## src/msgl_pkg.sv

```systemverilog
// Package for the mesh size gradient limiter.
// Holds operation codes, register indexes and the controller/datapath interface types.
// No dependencies.
package msgl_pkg;

   // Request operation codes.
   localparam logic [1:0] OP_LOAD   = 2'd0;
   localparam logic [1:0] OP_SOLVE  = 2'd1;
   localparam logic [1:0] OP_READ   = 2'd2;
   localparam logic [1:0] OP_UNUSED = 2'd3;

   // Configuration register indexes.
   localparam logic [2:0] CSR_GRID_ROWS      = 3'd0;
   localparam logic [2:0] CSR_GRID_COLS      = 3'd1;
   localparam logic [2:0] CSR_SPACING        = 3'd2;
   localparam logic [2:0] CSR_GRADIENT_LIMIT = 3'd3;
   localparam logic [2:0] CSR_MIN_SIZE       = 3'd4;
   localparam logic [2:0] CSR_TOLERANCE      = 3'd5;
   localparam logic [2:0] CSR_MAX_SWEEPS     = 3'd6;

   // Configuration reset values.
   localparam logic [6:0]  RST_GRID_ROWS      = 7'd64;
   localparam logic [6:0]  RST_GRID_COLS      = 7'd64;
   localparam logic [31:0] RST_SPACING        = 32'd65536;
   localparam logic [31:0] RST_GRADIENT_LIMIT = 32'd13107;
   localparam logic [31:0] RST_MIN_SIZE       = 32'd65536;
   localparam logic [31:0] RST_TOLERANCE      = 32'd1;
   localparam logic [15:0] RST_MAX_SWEEPS     = 16'd1000;

   // Commands from the controller to the datapath.
   typedef struct packed {
      logic take;         // a request is accepted this cycle
      logic start_solve;  // clear residual and sweep count, set up the first cell
      logic rd_cell;      // read the current cell
      logic chk;          // latch the cell size, clear the norm sum
      logic rd_nb;        // read the selected neighbor
      logic nb_take;      // evaluate the neighbor, start a divide if needed
      logic sq;           // square the quotient
      logic acc;          // add the square into the sum
      logic sqrt_go;      // start the square root
      logic mul_go;       // multiply spacing by the excess
      logic upd;          // write the new size, add the change
      logic adv;          // step to the next interior cell
      logic sweep_end;    // count the finished sweep
      logic restart;      // begin another sweep
      logic finish;       // present the solve result
   } msgl_cmd_type;

   // Status from the datapath to the controller.
   typedef struct packed {
      logic interior;     // the grid has interior cells
      logic skip;         // the current cell is beyond the distance limit
      logic nb_div;       // this neighbor needs a divide
      logic div_done;
      logic nb_last;      // the fourth neighbor is being accumulated
      logic sqrt_done;
      logic row_last;
      logic col_last;
      logic tol_ok;       // sweep residual at or below tolerance
      logic cap_hit;      // sweep cap reached by this sweep
   } msgl_status_type;

endpackage

```

## src/msgl_ctrl.sv

```systemverilog
// Controller of the mesh size gradient limiter: sequences solve sweeps
// cell by cell and neighbor by neighbor. Depends on msgl_pkg.
module msgl_ctrl (
   input  logic                      clock,
   input  logic                      reset,
   input  logic                      start,
   input  logic [1:0]                req_op,
   input  msgl_pkg::msgl_status_type status,
   output msgl_pkg::msgl_cmd_type    cmd,
   output logic                      busy
);

   localparam logic [3:0] S_IDLE   = 4'd0;
   localparam logic [3:0] S_RDC    = 4'd1;
   localparam logic [3:0] S_CHK    = 4'd2;
   localparam logic [3:0] S_RDN    = 4'd3;
   localparam logic [3:0] S_NB     = 4'd4;
   localparam logic [3:0] S_DIV    = 4'd5;
   localparam logic [3:0] S_SQ     = 4'd6;
   localparam logic [3:0] S_ACC    = 4'd7;
   localparam logic [3:0] S_SQRTGO = 4'd8;
   localparam logic [3:0] S_SQRT   = 4'd9;
   localparam logic [3:0] S_MUL    = 4'd10;
   localparam logic [3:0] S_UPD    = 4'd11;
   localparam logic [3:0] S_ADV    = 4'd12;
   localparam logic [3:0] S_SWEEP  = 4'd13;

   logic [3:0] state_ff, state_in;

   // Next state and commands.
   always_comb begin
      state_in = state_ff;
      cmd      = '0;
      case (state_ff)
         S_IDLE: begin
            if (start) begin
               cmd.take = 1'b1;
               if (req_op == msgl_pkg::OP_SOLVE) begin
                  cmd.start_solve = 1'b1;
                  state_in = status.interior ? S_RDC : S_SWEEP;
               end
            end
         end
         S_RDC: begin
            cmd.rd_cell = 1'b1;
            state_in = S_CHK;
         end
         S_CHK: begin
            if (status.skip) begin
               state_in = S_ADV;
            end else begin
               cmd.chk = 1'b1;
               state_in = S_RDN;
            end
         end
         S_RDN: begin
            cmd.rd_nb = 1'b1;
            state_in = S_NB;
         end
         S_NB: begin
            cmd.nb_take = 1'b1;
            state_in = status.nb_div ? S_DIV : S_SQ;
         end
         S_DIV: begin
            if (status.div_done) begin
               state_in = S_SQ;
            end
         end
         S_SQ: begin
            cmd.sq = 1'b1;
            state_in = S_ACC;
         end
         S_ACC: begin
            cmd.acc = 1'b1;
            state_in = status.nb_last ? S_SQRTGO : S_RDN;
         end
         S_SQRTGO: begin
            cmd.sqrt_go = 1'b1;
            state_in = S_SQRT;
         end
         S_SQRT: begin
            if (status.sqrt_done) begin
               state_in = S_MUL;
            end
         end
         S_MUL: begin
            cmd.mul_go = 1'b1;
            state_in = S_UPD;
         end
         S_UPD: begin
            cmd.upd = 1'b1;
            state_in = S_ADV;
         end
         S_ADV: begin
            cmd.adv = 1'b1;
            state_in = (status.row_last && status.col_last) ? S_SWEEP : S_RDC;
         end
         S_SWEEP: begin
            cmd.sweep_end = 1'b1;
            if (status.tol_ok || status.cap_hit) begin
               cmd.finish = 1'b1;
               state_in = S_IDLE;
            end else begin
               cmd.restart = 1'b1;
               state_in = S_RDC;
            end
         end
         default: state_in = S_IDLE;
      endcase
   end

   always_ff @(posedge clock) begin
      if (reset) begin
         state_ff <= S_IDLE;
      end else begin
         state_ff <= state_in;
      end
   end

   assign busy = state_ff != S_IDLE;

endmodule

```

## config.mk

```make
export PLATFORM = sky130hd
export DESIGN_NAME = msgl_ctrl
export DESIGN_NICKNAME = d
export VERILOG_FILES = /design/src/msgl_pkg.sv /design/src/msgl_ctrl.sv
export SDC_FILE = /design/constraint.sdc
export NUM_CORES = 1
export LEC_CHECK = 0
export BUFFER_PORTS_ARGS = -buffer_cell sky130_fd_sc_hd__buf_2
export CAP_MARGIN = 20
export CORE_MARGIN = 2
export CORE_UTILIZATION = 35
export DETAILED_ROUTE_END_ITERATION = 10
export GPL_TIMING_DRIVEN = 0
export PLACE_DENSITY = 0.75
export SLEW_MARGIN = 20
export SYNTH_ARGS = -nofsm -noshare
export SYNTH_HDL_FRONTEND = slang
export SYNTH_SLANG_ARGS = --single-unit
```

## constraint.sdc

```tcl
create_clock -name clock -period 1.3 [get_ports clock]
set_input_delay 0.325 -clock clock [delete_from_list [all_inputs] [get_ports clock]]
set_output_delay 0.325 -clock clock [all_outputs]
set_load 0.1 [all_outputs]
```

==> summary.txt <==
Run status
  – Outcome: finished, violations left
  – Failing checks: negative setup slack

Worst setup path
  – Critical path class: flip-flop to output pin
  – Critical R2R Launch: state_ff[3]
  – Setup crit end kind: output pin
  – Worst reg2reg setup slack: -0.30 ns
  – Reg2reg end: state_ff[0]
  – Req. time, crit path: 0.98 ns
  – Max FO, Critical Path: 5
  – Startpoint Class: flip-flop
  – Critical Path AT: 1.38 ns
  – R2R cell count: 7

Floorplan
  – Die ar.: 1620 µm²
  – # rows: 13
  – Die X: around 40 µm
  – Core Area: 1270 µm²
  – IO Count: 31
  – Die Span Y: 40.2 µm
  – Initial core utilization: 0.362

Drt
  – Routed WL per cell: 24.1 µm
  – Antenna Nets Post-Route: 0
  – First-pass detailed-route iteration total: 4
  – Total wire length: 3070 µm
  – Vias per std cell: around 6.6
  – Iter 0 DRT Violations: 62
  – Via Count: 833
  – DRC: 0

Clock network
  – H-tree levels: 1
  – Clock Path Buffers: 2
  – Clk pin slew, worst setup/hold paths: 0.05 ns
  – Root Driver: clkbuf_4
  – Later-pin clock latency in the skew report: ~0.25 ns
  – CTS buffer count: 3
  – Hold buffer count at cts: 0
  – CTS sink count: 4
  – CTS tree: built

Logic synthesis
  – Sequential fraction of the synthesis area: 0.174
  – Distinct cells, synth: 30
  – Largest family of logic cells by synthesized area: simple AND/OR/NAND/NOR gates
  – Area leader, netlist: dfxtp_1
  – Simple-Gate Fraction of Synth Area: 0.471
  – Synth Instances: between 60 and 70
  – Synth Area in Compound Gates: 0.262
  – Yosys top cell area share: 0.174
  – Synth area leaders: dfxtp_1, nor2_1, nand2b_1
  – Synth Area in XOR/XNOR: 0
  – Seq cells post-synth: 4
  – Syn_nets: 82
  – Mux cell area share after synthesis: 0.0245
  – Synth Area in Adders: 0
  – Yosys warnings: 0
  – Syn_area_per_cell: 6.85 µm²
  – Synthesized area: 459 µm²

Min path
  – Min-delay worst type: input pin to flip-flop
  – Hold path cells: 2
  – Hold EP: state_ff[3]
  – HP Start: reset

Finish
  – Final Net Count: 128
  – Area growth syn-to-layout: 166%
  – Most frequent cells in the layout: buf_12, buf_2, buf_6, nor2_4, buf_4
  – Commonest non-fill, non-tap cell in the layout: buf_12
  – Ant. Diodes: 0
  – Largest registers: state_ff x4
  – Max reg flops: 4
  – Post-Layout Cell Count: 127
  – Register bank with the most flops: state_ff
  – Ratio of cells with drive above 1 in the final layout: 0.696
  – Fin area: 1220 µm²

Power
  – Clock power frac: 0.060
  – Net Sw Power: roughly 1.7 mW
  – Int Power: 1.29 mW
  – Comb power frac: 0.838
  – Peak supply drop: 1.97 mV
  – Pleak: 0.444 nW
  – Sw frac: 0.571
  – Flop pwr share: 0.102
  – PD cells: between 2000 and 2500 nW/µm²

Job
  – Max cap viols: 0

STA
  – Hold Fails Final Rpt: 0
  – Fmax: 0.586 GHz
  – Worst-margin pin slew: 0.297 ns
  – Tmin final: about 1.7 ns
  – Worst slew margin: 0.800
  – Pins Over Slew Limit: 0
  – Layout Skew: 0.0103 ns
  – Final setup fails: 20
  – Hold WS: 0.314 ns
  – Final Cycle Share: 1.31
  – RSZ-0062 raised after global routing: yes
  – Post-route setup slack: -0.407 ns
  – Final setup TNS: -6.23 ns

Placed design
  – GPL Wtd Cong: 0.833
  – DPL Wire Length: 1240 µm
  – Area after DPL: 807 µm²
  – Place WS: -0.505 ns
  – DP Cell Count: 112
  – Port Buf Inserts: 30

GRT
  – First-pass GRT wire length: 3500 µm
  – Vias in the first global route: 706
  – GRT Residual Overflow: 0
  – Gr usage total: 0.342
  – Initial antenna violation count: 0
  – Pin count of the biggest net entering global routing: 11
critical path, stage by stage (launching register included):
cell,delay [ns]
dfxtp_4,0.37
nor4_4,0.33
inv_2,0.12
nor2_4,0.13
buf_12,0.18
stage by stage:
stage               utilization  power (mW)
floorplan                     -        1.75
global route              0.963        3.10
finish                    0.963        3.00
global placement          0.636        1.97
detailed placement        0.636        2.00
CTS                       0.920        2.78
routing by layer:
layer	vias to the layer above	track usage	routed length, µm
li1	339	-	-
met1	391	0.403	1080
met2	76	0.613	1440
met3	27	0.0444	290
met4	0	0.142	254
met5	-	0	0
power groups by stage:
stage                     clock (mW)  sequential (mW)  combinational, mW
after CTS                      0.183            0.291               2.30
after detailed placement           0            0.263               1.73
final                          0.181            0.307               2.52
after floorplan                    0            0.244               1.51
after global routing           0.191            0.306               2.60
after global placement             0            0.258               1.71
timing repair:
item,in CTS,in global routing
setup endpoints to repair,20,20
buffers inserted,6,5
pin swaps,9,5
gates cloned,0,0
gates resized for setup,75,4
layout make-up:
type,count,area [µm²]
multi-input cells,58,537
repair buffers,41,474
flip-flops and latches,4,95.1
plain buffers,4,66.3
fillers,29,47.5
clock buffers,4,26.3
well taps,15,18.8
inverters,1,3.75
worst max path at each step:
stage                           start       to
after floorplan           state_ff[2]  cmd[11]
final                     state_ff[0]  cmd[13]
after CTS                 state_ff[2]  cmd[11]
after detailed placement  state_ff[1]  cmd[14]
after global placement    state_ff[1]  cmd[14]
after global routing      state_ff[0]  cmd[13]
Yosys cell counts:
library cell	number
or2_0	1
buf_4	3
nand2_2	1
nand3b_1	1
o21ai_2	1
o22a_1	1
o21ai_0	1
nor3_1	6
nor4_1	3
a31o_1	1
or4_1	1
inv_1	1
dfxtp_1	4
and3_1	1
o21a_1	1
nor2_4	1
and2_1	1
buf_2	1
nand2b_1	7
nor2_1	12
nand2_1	5
mux2_2	1
nand2b_2	1
a32oi_1	2
o21ba_1	1
o21ai_1	1
a211oi_1	1
a21oi_1	3
a221oi_1	2
o32ai_1	1
logic make-up after synthesis:
family / count (synthesis)
DFF: 4
and+or+nand+nor: 41
muxes: 1
buffers and inverters: 5
AOI/OAI and AO/OA: 16
Note: power is estimated with default switching activity, not from simulation.
